**config.mk**
```make
export PLATFORM = sky130hd
export DESIGN_NAME = saturating_fixed_point_alu_unit_flat
export DESIGN_NICKNAME = d
export VERILOG_FILES = /design/src/rtl/sfpa_pkg.sv /design/src/rtl/sfpa_in_if.sv /design/src/rtl/sfpa_out_if.sv /design/src/rtl/saturating_fixed_point_alu_unit.sv /design/src/flat_wrapper.sv
export SDC_FILE = /design/constraint.sdc
export NUM_CORES = 2
export LEC_CHECK = 0
export BUFFER_PORTS_ARGS = -buffer_cell sky130_fd_sc_hd__buf_2
export CAP_MARGIN = 20
export CORE_MARGIN = 5
export CORE_UTILIZATION = 55
export CTS_BUF_LIST = sky130_fd_sc_hd__clkbuf_8 sky130_fd_sc_hd__clkbuf_16
export DETAILED_ROUTE_END_ITERATION = 8
export MAX_ROUTING_LAYER = met4
export PLACE_DENSITY_LB_ADDON = 0.05
export SETUP_SLACK_MARGIN = 0.02
export SLEW_MARGIN = 20
export SYNTH_ARGS = -nofsm -noshare
export SYNTH_HDL_FRONTEND = slang
export SYNTH_SLANG_ARGS = --single-unit
```
**constraint.sdc**
```tcl
create_clock -name clk -period 14.3 [get_ports clk]
set_input_delay 1.43 -clock clk [delete_from_list [all_inputs] [get_ports clk]]
set_output_delay 1.43 -clock clk [all_outputs]
set_load 0.005 [all_outputs]
```
**src/rtl/sfpa_pkg.sv**
```systemverilog
// Package for the saturating fixed-point ALU: opcodes, saturation, shift,
// normalize and divide-step helpers. Depends on nothing.
package sfpa_pkg;

  localparam logic [4:0] OP_ADD       = 5'd0;
  localparam logic [4:0] OP_SUB       = 5'd1;
  localparam logic [4:0] OP_MULT      = 5'd2;
  localparam logic [4:0] OP_MULT_R    = 5'd3;
  localparam logic [4:0] OP_ABS       = 5'd4;
  localparam logic [4:0] OP_NEGATE    = 5'd5;
  localparam logic [4:0] OP_SHL       = 5'd6;
  localparam logic [4:0] OP_SHR       = 5'd7;
  localparam logic [4:0] OP_EXTRACT_H = 5'd8;
  localparam logic [4:0] OP_EXTRACT_L = 5'd9;
  localparam logic [4:0] OP_DEPOSIT_H = 5'd10;
  localparam logic [4:0] OP_DEPOSIT_L = 5'd11;
  localparam logic [4:0] OP_L_ADD     = 5'd12;
  localparam logic [4:0] OP_L_SUB     = 5'd13;
  localparam logic [4:0] OP_L_MAC     = 5'd14;
  localparam logic [4:0] OP_L_SHL     = 5'd15;
  localparam logic [4:0] OP_L_SHR     = 5'd16;
  localparam logic [4:0] OP_NORM_S    = 5'd17;
  localparam logic [4:0] OP_NORM_L    = 5'd18;
  localparam logic [4:0] OP_DIV_S     = 5'd19;

  localparam logic signed [15:0] MAX16 = 16'sh7fff;
  localparam logic signed [15:0] MIN16 = 16'sh8000;
  localparam logic signed [31:0] MAX32 = 32'sh7fffffff;
  localparam logic signed [31:0] MIN32 = 32'sh80000000;

  // quotient bits resolved in each pipeline stage (three stages, 15 bits)
  localparam int DivStepsPerStage = 5;

  typedef struct packed {
    logic [15:0] rem;
    logic [14:0] quo;
  } div_state_t;

  function automatic div_state_t div_step(div_state_t s, logic [15:0] den);
    logic [16:0] sh;
    div_state_t  n;
    sh = {s.rem, 1'b0};
    if (sh >= {1'b0, den}) begin
      n.rem = 16'(sh - {1'b0, den});
      n.quo = {s.quo[13:0], 1'b1};
    end else begin
      n.rem = sh[15:0];
      n.quo = {s.quo[13:0], 1'b0};
    end
    return n;
  endfunction

  function automatic logic signed [15:0] sat16(logic signed [31:0] v);
    if (v > 32'sd32767) return MAX16;
    if (v < -32'sd32768) return MIN16;
    return v[15:0];
  endfunction

  function automatic logic signed [31:0] sat32(logic signed [63:0] v);
    if (v > 64'sd2147483647) return MAX32;
    if (v < -64'sd2147483648) return MIN32;
    return v[31:0];
  endfunction

  function automatic logic signed [15:0] shift16(logic signed [15:0] v,
                                                 logic signed [15:0] cnt);
    logic signed [31:0] w;
    logic signed [16:0] m;
    w = 32'(v) <<< cnt[3:0];
    m = -(17'(cnt));
    if (v == 16'sd0 || cnt == 16'sd0) return v;
    if (!cnt[15]) begin
      if (cnt >= 16'sd15) return v[15] ? MIN16 : MAX16;
      return sat16(w);
    end
    if (m >= 17'sd15) return v[15] ? -16'sd1 : 16'sd0;
    return v >>> m[3:0];
  endfunction

  function automatic logic signed [31:0] shift32(logic signed [31:0] v,
                                                 logic signed [15:0] cnt);
    logic signed [63:0] w;
    logic signed [16:0] m;
    w = 64'(v) <<< cnt[4:0];
    m = -(17'(cnt));
    if (v == 32'sd0 || cnt == 16'sd0) return v;
    if (!cnt[15]) begin
      if (cnt >= 16'sd31) return v[31] ? MIN32 : MAX32;
      return sat32(w);
    end
    if (m >= 17'sd31) return v[31] ? -32'sd1 : 32'sd0;
    return v >>> m[4:0];
  endfunction

  // count of redundant sign bits, or zero for a zero input
  function automatic logic [4:0] norm16(logic [15:0] v);
    logic [4:0] n;
    logic       found;
    n = 5'd15;
    found = 1'b0;
    if (v == 16'h0000 || v == 16'h8000) return 5'd0;
    for (int i = 14; i >= 0; i--) begin
      if (!found && v[i] != v[15]) begin
        n = 5'(14 - i);
        found = 1'b1;
      end
    end
    return n;
  endfunction

  function automatic logic [4:0] norm32(logic [31:0] v);
    logic [4:0] n;
    logic       found;
    n = 5'd31;
    found = 1'b0;
    if (v == 32'h0000_0000 || v == 32'h8000_0000) return 5'd0;
    for (int i = 30; i >= 0; i--) begin
      if (!found && v[i] != v[31]) begin
        n = 5'(30 - i);
        found = 1'b1;
      end
    end
    return n;
  endfunction

endpackage

```
**src/rtl/sfpa_in_if.sv**
```systemverilog
// Operand channel of the saturating fixed-point ALU: valid/ready and item
// payload. Depends on nothing.
interface sfpa_in_if;
  logic               valid;
  logic               ready;
  logic        [4:0]  kind;
  logic signed [15:0] x;
  logic signed [15:0] y;
  logic signed [31:0] wide_a;
  logic signed [31:0] wide_b;

  modport source (output valid, kind, x, y, wide_a, wide_b, input ready);
  modport sink   (input valid, kind, x, y, wide_a, wide_b, output ready);
endinterface

```
**src/rtl/sfpa_out_if.sv**
```systemverilog
// Result channel of the saturating fixed-point ALU: valid/ready and item
// payload. Depends on nothing.
interface sfpa_out_if;
  logic               valid;
  logic               ready;
  logic signed [31:0] value;
  logic               bad_operands;

  modport source (output valid, value, bad_operands, input ready);
  modport sink   (input valid, value, bad_operands, output ready);
endinterface

```
**src/rtl/saturating_fixed_point_alu_unit.sv**
```systemverilog
// Top level of the saturating fixed-point ALU.
// Depends on sfpa_pkg, sfpa_in_if and sfpa_out_if.

// Speech-codec style fixed-point ALU: each operand item selects one of twenty
// saturating operations by kind and yields exactly one result item. The unit
// is a three-stage pipeline and takes one item per cycle when not stalled; each
// item passes the stage-one, stage-two and output registers. Stage one does the
// 16x16 multiply, all add/shift/extract/normalize work and the first five
// quotient bits of div_s; stage two finishes mult, mult_r and L_mac from the
// registered product and resolves five more quotient bits; stage three, which
// is the output register, resolves the last five quotient bits and picks the
// result. The whole pipe advances when the output register is empty or taken,
// so a stall on the result side holds every stage and nothing is lost or
// repeated. Sixteen-bit results appear sign-extended in value; bad_operands is
// set only for div_s when the numerator is negative, the denominator is not
// positive or the numerator exceeds the denominator. Unused kinds return zero.
module saturating_fixed_point_alu_unit (
  input logic        clk,
  input logic        rst,
  sfpa_in_if.sink    operands,
  sfpa_out_if.source results
);

  logic advance;

  // stage one
  logic                   s1_valid;
  logic                   s1_is_div;
  logic            [4:0]  s1_kind;
  logic                   s1_minmin;
  logic signed     [31:0] s1_prod;
  logic signed     [31:0] s1_acc;
  logic signed     [31:0] s1_misc;
  logic                   s1_bad;
  logic                   s1_eq;
  sfpa_pkg::div_state_t   s1_div;
  logic            [15:0] s1_den;

  // stage two
  logic                   s2_valid;
  logic                   s2_is_div;
  logic signed     [31:0] s2_misc;
  logic                   s2_bad;
  logic                   s2_eq;
  sfpa_pkg::div_state_t   s2_div;
  logic            [15:0] s2_den;

  // stage three is the output register
  logic                   s3_valid;
  logic signed     [31:0] s3_value;
  logic                   s3_bad;

  logic signed     [31:0] s1_misc_next;
  sfpa_pkg::div_state_t   s1_div_next;
  logic signed     [31:0] s2_misc_next;
  sfpa_pkg::div_state_t   s2_div_next;
  sfpa_pkg::div_state_t   s3_div_next;

  logic signed     [15:0] y_neg;
  logic signed     [16:0] sum16;
  logic signed     [16:0] dif16;
  logic signed     [15:0] sh16;
  logic signed     [31:0] sh32;
  logic signed     [32:0] rnd;
  logic signed     [31:0] dbl;

  // hold the whole pipe while the result waits
  assign advance        = !s3_valid || results.ready;
  assign operands.ready = advance;

  assign results.valid        = s3_valid;
  assign results.value        = s3_value;
  assign results.bad_operands = s3_bad;

  // stage one: everything that needs no product
  always_comb begin
    y_neg = -operands.y;
    sum16 = 17'(operands.x) + 17'(operands.y);
    dif16 = 17'(operands.x) - 17'(operands.y);
    sh16  = sfpa_pkg::shift16(operands.x,
                              (operands.kind == sfpa_pkg::OP_SHR) ? y_neg : operands.y);
    sh32  = sfpa_pkg::shift32(operands.wide_a,
                              (operands.kind == sfpa_pkg::OP_L_SHR) ? y_neg : operands.y);
    case (operands.kind)
      sfpa_pkg::OP_ADD:       s1_misc_next = 32'(sfpa_pkg::sat16(32'(sum16)));
      sfpa_pkg::OP_SUB:       s1_misc_next = 32'(sfpa_pkg::sat16(32'(dif16)));
      sfpa_pkg::OP_ABS: begin
        if (operands.x == sfpa_pkg::MIN16) s1_misc_next = 32'(sfpa_pkg::MAX16);
        else if (operands.x[15]) s1_misc_next = -32'(operands.x);
        else s1_misc_next = 32'(operands.x);
      end
      sfpa_pkg::OP_NEGATE: begin
        if (operands.x == sfpa_pkg::MIN16) s1_misc_next = 32'(sfpa_pkg::MAX16);
        else s1_misc_next = -32'(operands.x);
      end
      sfpa_pkg::OP_SHL,
      sfpa_pkg::OP_SHR:       s1_misc_next = 32'(sh16);
      sfpa_pkg::OP_EXTRACT_H: s1_misc_next = operands.wide_a >>> 16;
      sfpa_pkg::OP_EXTRACT_L: s1_misc_next = 32'($signed(operands.wide_a[15:0]));
      sfpa_pkg::OP_DEPOSIT_H: s1_misc_next = {operands.x, 16'h0000};
      sfpa_pkg::OP_DEPOSIT_L: s1_misc_next = 32'(operands.x);
      sfpa_pkg::OP_L_ADD:
        s1_misc_next = sfpa_pkg::sat32(64'(operands.wide_a) + 64'(operands.wide_b));
      sfpa_pkg::OP_L_SUB:
        s1_misc_next = sfpa_pkg::sat32(64'(operands.wide_a) - 64'(operands.wide_b));
      sfpa_pkg::OP_L_SHL,
      sfpa_pkg::OP_L_SHR:     s1_misc_next = sh32;
      sfpa_pkg::OP_NORM_S:    s1_misc_next = {27'd0, sfpa_pkg::norm16(operands.x)};
      sfpa_pkg::OP_NORM_L:    s1_misc_next = {27'd0, sfpa_pkg::norm32(operands.wide_a)};
      default:                s1_misc_next = 32'sd0;
    endcase

    // first quotient bits: remainder starts at the numerator
    s1_div_next.rem = operands.x;
    s1_div_next.quo = '0;
    for (int i = 0; i < sfpa_pkg::DivStepsPerStage; i++) begin
      s1_div_next = sfpa_pkg::div_step(s1_div_next, operands.y);
    end
  end

  always_ff @(posedge clk) begin
    if (rst) begin
      s1_valid <= 1'b0;
    end else if (advance) begin
      s1_valid <= operands.valid;
    end
    if (advance) begin
      s1_kind   <= operands.kind;
      s1_is_div <= (operands.kind == sfpa_pkg::OP_DIV_S);
      s1_minmin <= (operands.x == sfpa_pkg::MIN16) && (operands.y == sfpa_pkg::MIN16);
      s1_prod   <= 32'(operands.x) * 32'(operands.y);
      s1_acc    <= operands.wide_a;
      s1_misc   <= s1_misc_next;
      s1_bad    <= operands.x[15] || operands.y[15] || (operands.y == 16'sd0) ||
                   (operands.x > operands.y);
      s1_eq     <= (operands.x == operands.y);
      s1_div    <= s1_div_next;
      s1_den    <= operands.y;
    end
  end

  // stage two: finish the product-based operations
  always_comb begin
    rnd = 33'(s1_prod) + 33'sd16384;
    dbl = s1_prod <<< 1;
    case (s1_kind)
      sfpa_pkg::OP_MULT: begin
        if (s1_minmin) s2_misc_next = 32'(sfpa_pkg::MAX16);
        else s2_misc_next = s1_prod >>> 15;
      end
      sfpa_pkg::OP_MULT_R: begin
        if (s1_minmin) s2_misc_next = 32'(sfpa_pkg::MAX16);
        else s2_misc_next = 32'(rnd >>> 15);
      end
      sfpa_pkg::OP_L_MAC:
        s2_misc_next = sfpa_pkg::sat32(64'(s1_acc) + 64'(dbl));
      default: s2_misc_next = s1_misc;
    endcase

    s2_div_next = s1_div;
    for (int i = 0; i < sfpa_pkg::DivStepsPerStage; i++) begin
      s2_div_next = sfpa_pkg::div_step(s2_div_next, s1_den);
    end
  end

  always_ff @(posedge clk) begin
    if (rst) begin
      s2_valid <= 1'b0;
    end else if (advance) begin
      s2_valid <= s1_valid;
    end
    if (advance) begin
      s2_is_div <= s1_is_div;
      s2_misc   <= s2_misc_next;
      s2_bad    <= s1_bad;
      s2_eq     <= s1_eq;
      s2_div    <= s2_div_next;
      s2_den    <= s1_den;
    end
  end

  // stage three: last quotient bits and result select
  always_comb begin
    s3_div_next = s2_div;
    for (int i = 0; i < sfpa_pkg::DivStepsPerStage; i++) begin
      s3_div_next = sfpa_pkg::div_step(s3_div_next, s2_den);
    end
  end

  always_ff @(posedge clk) begin
    if (rst) begin
      s3_valid <= 1'b0;
    end else if (advance) begin
      s3_valid <= s2_valid;
    end
    if (advance) begin
      if (!s2_is_div) s3_value <= s2_misc;
      else if (s2_bad) s3_value <= 32'sd0;
      else if (s2_eq) s3_value <= 32'(sfpa_pkg::MAX16);
      else s3_value <= {17'd0, s3_div_next.quo};
      s3_bad <= s2_is_div && s2_bad;
    end
  end

endmodule

```
**src/flat_wrapper.sv**
```systemverilog
// flat-port wrapper written by rule: the top's interface ports become plain ports
module saturating_fixed_point_alu_unit_flat 
  (clk, rst, operands_valid, operands_kind, operands_x, operands_y, operands_wide_a, operands_wide_b, operands_ready, results_valid, results_value, results_bad_operands, results_ready);
  sfpa_in_if operands_i ();
  sfpa_out_if results_i ();
  input logic clk;
  input logic rst;
  input wire logic [$bits(operands_i.valid)-1:0] operands_valid;
  input wire logic [$bits(operands_i.kind)-1:0] operands_kind;
  input wire logic [$bits(operands_i.x)-1:0] operands_x;
  input wire logic [$bits(operands_i.y)-1:0] operands_y;
  input wire logic [$bits(operands_i.wide_a)-1:0] operands_wide_a;
  input wire logic [$bits(operands_i.wide_b)-1:0] operands_wide_b;
  output wire logic [$bits(operands_i.ready)-1:0] operands_ready;
  output wire logic [$bits(results_i.valid)-1:0] results_valid;
  output wire logic [$bits(results_i.value)-1:0] results_value;
  output wire logic [$bits(results_i.bad_operands)-1:0] results_bad_operands;
  input wire logic [$bits(results_i.ready)-1:0] results_ready;
  assign operands_i.valid = operands_valid;
  assign operands_i.kind = operands_kind;
  assign operands_i.x = operands_x;
  assign operands_i.y = operands_y;
  assign operands_i.wide_a = operands_wide_a;
  assign operands_i.wide_b = operands_wide_b;
  assign operands_ready = operands_i.ready;
  assign results_valid = results_i.valid;
  assign results_value = results_i.value;
  assign results_bad_operands = results_i.bad_operands;
  assign results_i.ready = results_ready;
  saturating_fixed_point_alu_unit u_core (.clk(clk), .rst(rst), .operands(operands_i), .results(results_i));
endmodule
```
==> results_dict.tcl <==
set metrics [dict create \
    timing.fmax_mhz 73.6 \
    final_nets 7198 \
    finalNonFillerCells 7558 \
    ys.flop_type "edfxtp_1" \
    start_util 0.554 \
    start_kind "flop" \
    reg2reg_from "u_core.s2_den[1]" \
    slew_violations 0 \
    syn_area_per_cell_um2 7.95 \
    io_buffers 139 \
    drive_gt1_frac 0.0964 \
    synth_seq_area_share 0.150 \
    wire_per_inst_um 27.3 \
    synth_edf_count 252 \
    routed_via_density 6.81 \
    ys_ff_latch 255 \
    hold_end "u_core.s2_eq" \
    grt_overflow 0 \
    hold_buffers 0 \
    grt_pass1_vias 47500 \
    wl_mm 206 \
    arrival_ns 13.90 \
    crit_path_end_kind "flop" \
    synthesis.nets 7238 \
    worstHoldPathType "reg -> reg" \
    dr.pass1.iters 7 \
    drv_cap 0 \
    synthToLayoutAreaGrowth_pct 5.83 \
    dp_hpwl_mm 157 \
    htree_levels 1 \
    critical_path_class "reg -> reg" \
    cts-root-buf "clkbuf_16" \
    post-cts-setup-buffers 0 \
    cp_slowest_cell "a311o_2" \
    row_count 111 \
    post_dp_cell_area_um2 52600 \
    finalSetupTns_ns 0 \
    clk_pin_slew_ns 0.06 \
    r2r.worst_path.cells 52 \
    synthCells 6375 \
    cts.sinks 255 \
    ff2ff_setup_slack_ns 0.72 \
    numCtsBuffers 30 \
    grt_pass1_wl_mm 303 \
    setup-violations-final 0 \
    cts_buffer_depth 3 \
    nFillCells 8635 \
    antenna_found_initial 25 \
    drc 0 \
    fin_crit_ns 13.58 \
    cts_tree "done" \
    drtAntennaViolNets 0 \
    die_area_um2 98300 \
    design_area_um2 53700 \
    clock_latency_ns 0.61 \
    hold_violations 0 \
    holdPathStages 0 \
    r2r_end "u_core.results.value[0]" \
    status "complete, no violations" \
    synth_async_sr_flop_share 0 \
    num_vias 51500 \
    place.gp.congestion 1.08 \
    coreArea_um2 91500 \
    track_usage 0.412 \
    cp_slowest_stage_delay_ns 0.56 \
    worstMarginPinSlew_ns 1.20 \
    slew_headroom 0.187 \
    grt_setup_unrepaired "false" \
    syn-cell-area_um2 50700 \
    finalCritPeriodShare 0.950 \
    ys_types 111 \
    whs_ns 0.432 \
    dp.cells 7489 \
    cts-resized-gates 0 \
    grt_max_degree 126 \
    yosysWarnings 0 \
    die_x_um 314 \
    finClkSkew_ns 0.0233 \
    drt_iter0_markers 6822 \
    path_max_fanout 24 \
    ios 140 \
    worstHoldStart "u_core.s1_eq" \
    required_ns 14.61 \
    die_height_um 314 \
]
-- cell usage in the layout, fill, tap and decap left out, types with 26 or more instances in the layout --
| master | n |
|---|---|
| nor2_1 | 568 |
| nand2_1 | 563 |
| inv_1 | 537 |
| a21oi_1 | 515 |
| ha_1 | 488 |
| o21ai_0 | 397 |
| fa_1 | 270 |
| edfxtp_1 | 252 |
| xnor2_1 | 206 |
| mux2_2 | 141 |
| nand3_1 | 139 |
| nor3_1 | 138 |
| buf_2 | 138 |
| buf_4 | 136 |
| a21o_1 | 133 |
| mux2i_1 | 115 |
| a211oi_1 | 89 |
| xor2_1 | 85 |
| nor2b_1 | 82 |
| and2_1 | 81 |
| nand4_1 | 79 |
| o21a_1 | 75 |
| nand2b_1 | 75 |
| o211ai_1 | 70 |
| o31ai_1 | 61 |
| o21bai_1 | 55 |
| a31oi_1 | 54 |
| and3_1 | 48 |
| or3_1 | 40 |
| nor4_1 | 39 |
| o22ai_1 | 35 |
| mux4_2 | 34 |
| clkbuf_16 | 30 |
| or2_2 | 29 |
| o31a_1 | 28 |
| a221o_1 | 28 |
| a211o_1 | 27 |
| a221oi_1 | 26 |
-- stage by stage --
stage | util | setup slack, ns
after global placement | 0.575 | 0.508
final | 0.586 | 0.715
after detailed placement | 0.575 | 0.230
after global routing | 0.586 | 0.0111
after CTS | 0.585 | 0.130
after floorplan | - | 0.105
-- critical path: cells and delay by family (launching register included) --
kind | cells | cell delay [ns]
flops | 1 | 0.42
fa+ha+maj | 5 | 1.72
mux | 2 | 0.67
buf+inv | 3 | 0.77
simple gates | 14 | 2.55
compound gates | 28 | 7.13
-- worst max path at each step --
stage	start	endpoint	slack (ns)	cells after the start
after floorplan	operands_y[0]	u_core.s1_div[21]	0.10	63
after global placement	u_core.s1_den[10]	u_core.s2_div[26]	0.51	53
after detailed placement	u_core.s1_den[10]	u_core.s2_div[20]	0.23	55
after CTS	u_core.s1_den[10]	u_core.s2_div[21]	0.13	56
after global routing	u_core.s1_den[10]	u_core.s2_div[19]	0.01	56
final	u_core.s2_den[1]	u_core.results.value[0]	0.72	52
-- layer usage --
metal / up-vias / global-route usage / routed length, um
li1: 23000 / - / -
met1: 24700 / 0.566 / 85400
met2: 3200 / 0.589 / 85000
met3: 620 / 0.106 / 26100
met4: 0 / 0.149 / 9750
met5: - / - / 0
-- logic make-up after synthesis --
family	count (synthesis)	synth area share
compound gates	1889	0.244
buf+inv	901	0.0691
simple gates	1968	0.185
flops	255	0.150
mux	298	0.0711
xor+xnor	305	0.0534
fa+ha+maj	759	0.227
-- synthesized netlist by cell type (70+ instances only) --
library cell | n | area share
a211oi_1 | 90 | 0.013
nand2_1 | 563 | 0.042
o211ai_1 | 70 | 0.010
a21oi_1 | 515 | 0.051
nor2_1 | 569 | 0.042
clkbuf_1 | 258 | 0.019
and2_1 | 83 | 0.010
nor3_1 | 139 | 0.014
nor2b_1 | 82 | 0.010
o21a_1 | 75 | 0.011
xnor2_1 | 214 | 0.037
xor2_1 | 87 | 0.015
fa_1 | 270 | 0.11
mux2i_1 | 116 | 0.023
o21ai_0 | 398 | 0.039
ha_1 | 488 | 0.12
nand3_1 | 139 | 0.014
nand4_1 | 79 | 0.0097
inv_1 | 536 | 0.040
a21o_1 | 133 | 0.020
mux2_2 | 141 | 0.031
nand2b_1 | 76 | 0.0094
edfxtp_1 | 252 | 0.15
-- registers in the layout (all words and copies together), names as in the netlist --
name and count:
u_core.s1_kind 5, u_core.s2_valid 1, u_core.results.valid 1, u_core.s1_minmin 1, u_core.s1_bad 1, u_core.results.value 32, u_core.s2_div 26, u_core.s1_eq 1
u_core.s1_prod 32, u_core.results.bad_operands 1, u_core.s2_eq 1, u_core.s1_valid 1, u_core.s2_bad 1, u_core.s1_misc 32, u_core.s2_is_div 1, u_core.s2_misc 32
u_core.s1_div 21, u_core.s1_acc 32, u_core.s1_is_div 1, u_core.s1_den 16, u_core.s2_den 16
-- layout make-up --
cell class	count	area [um^2]	share of cell area
sequential	255	7630	0.142
timing repair buffer	275	1730	0.0323
tap	1186	1480	0.0277
inverter	554	2090	0.0389
multi-input combinational	5219	39700	0.741
clock buffer	30	751	0.0140
clock inverter	23	194	0.00361
antenna	16	40.0	0.000746
Power is not shown: default switching activity piles up to over one toggle a cycle in this logic, so the estimate is an artifact.
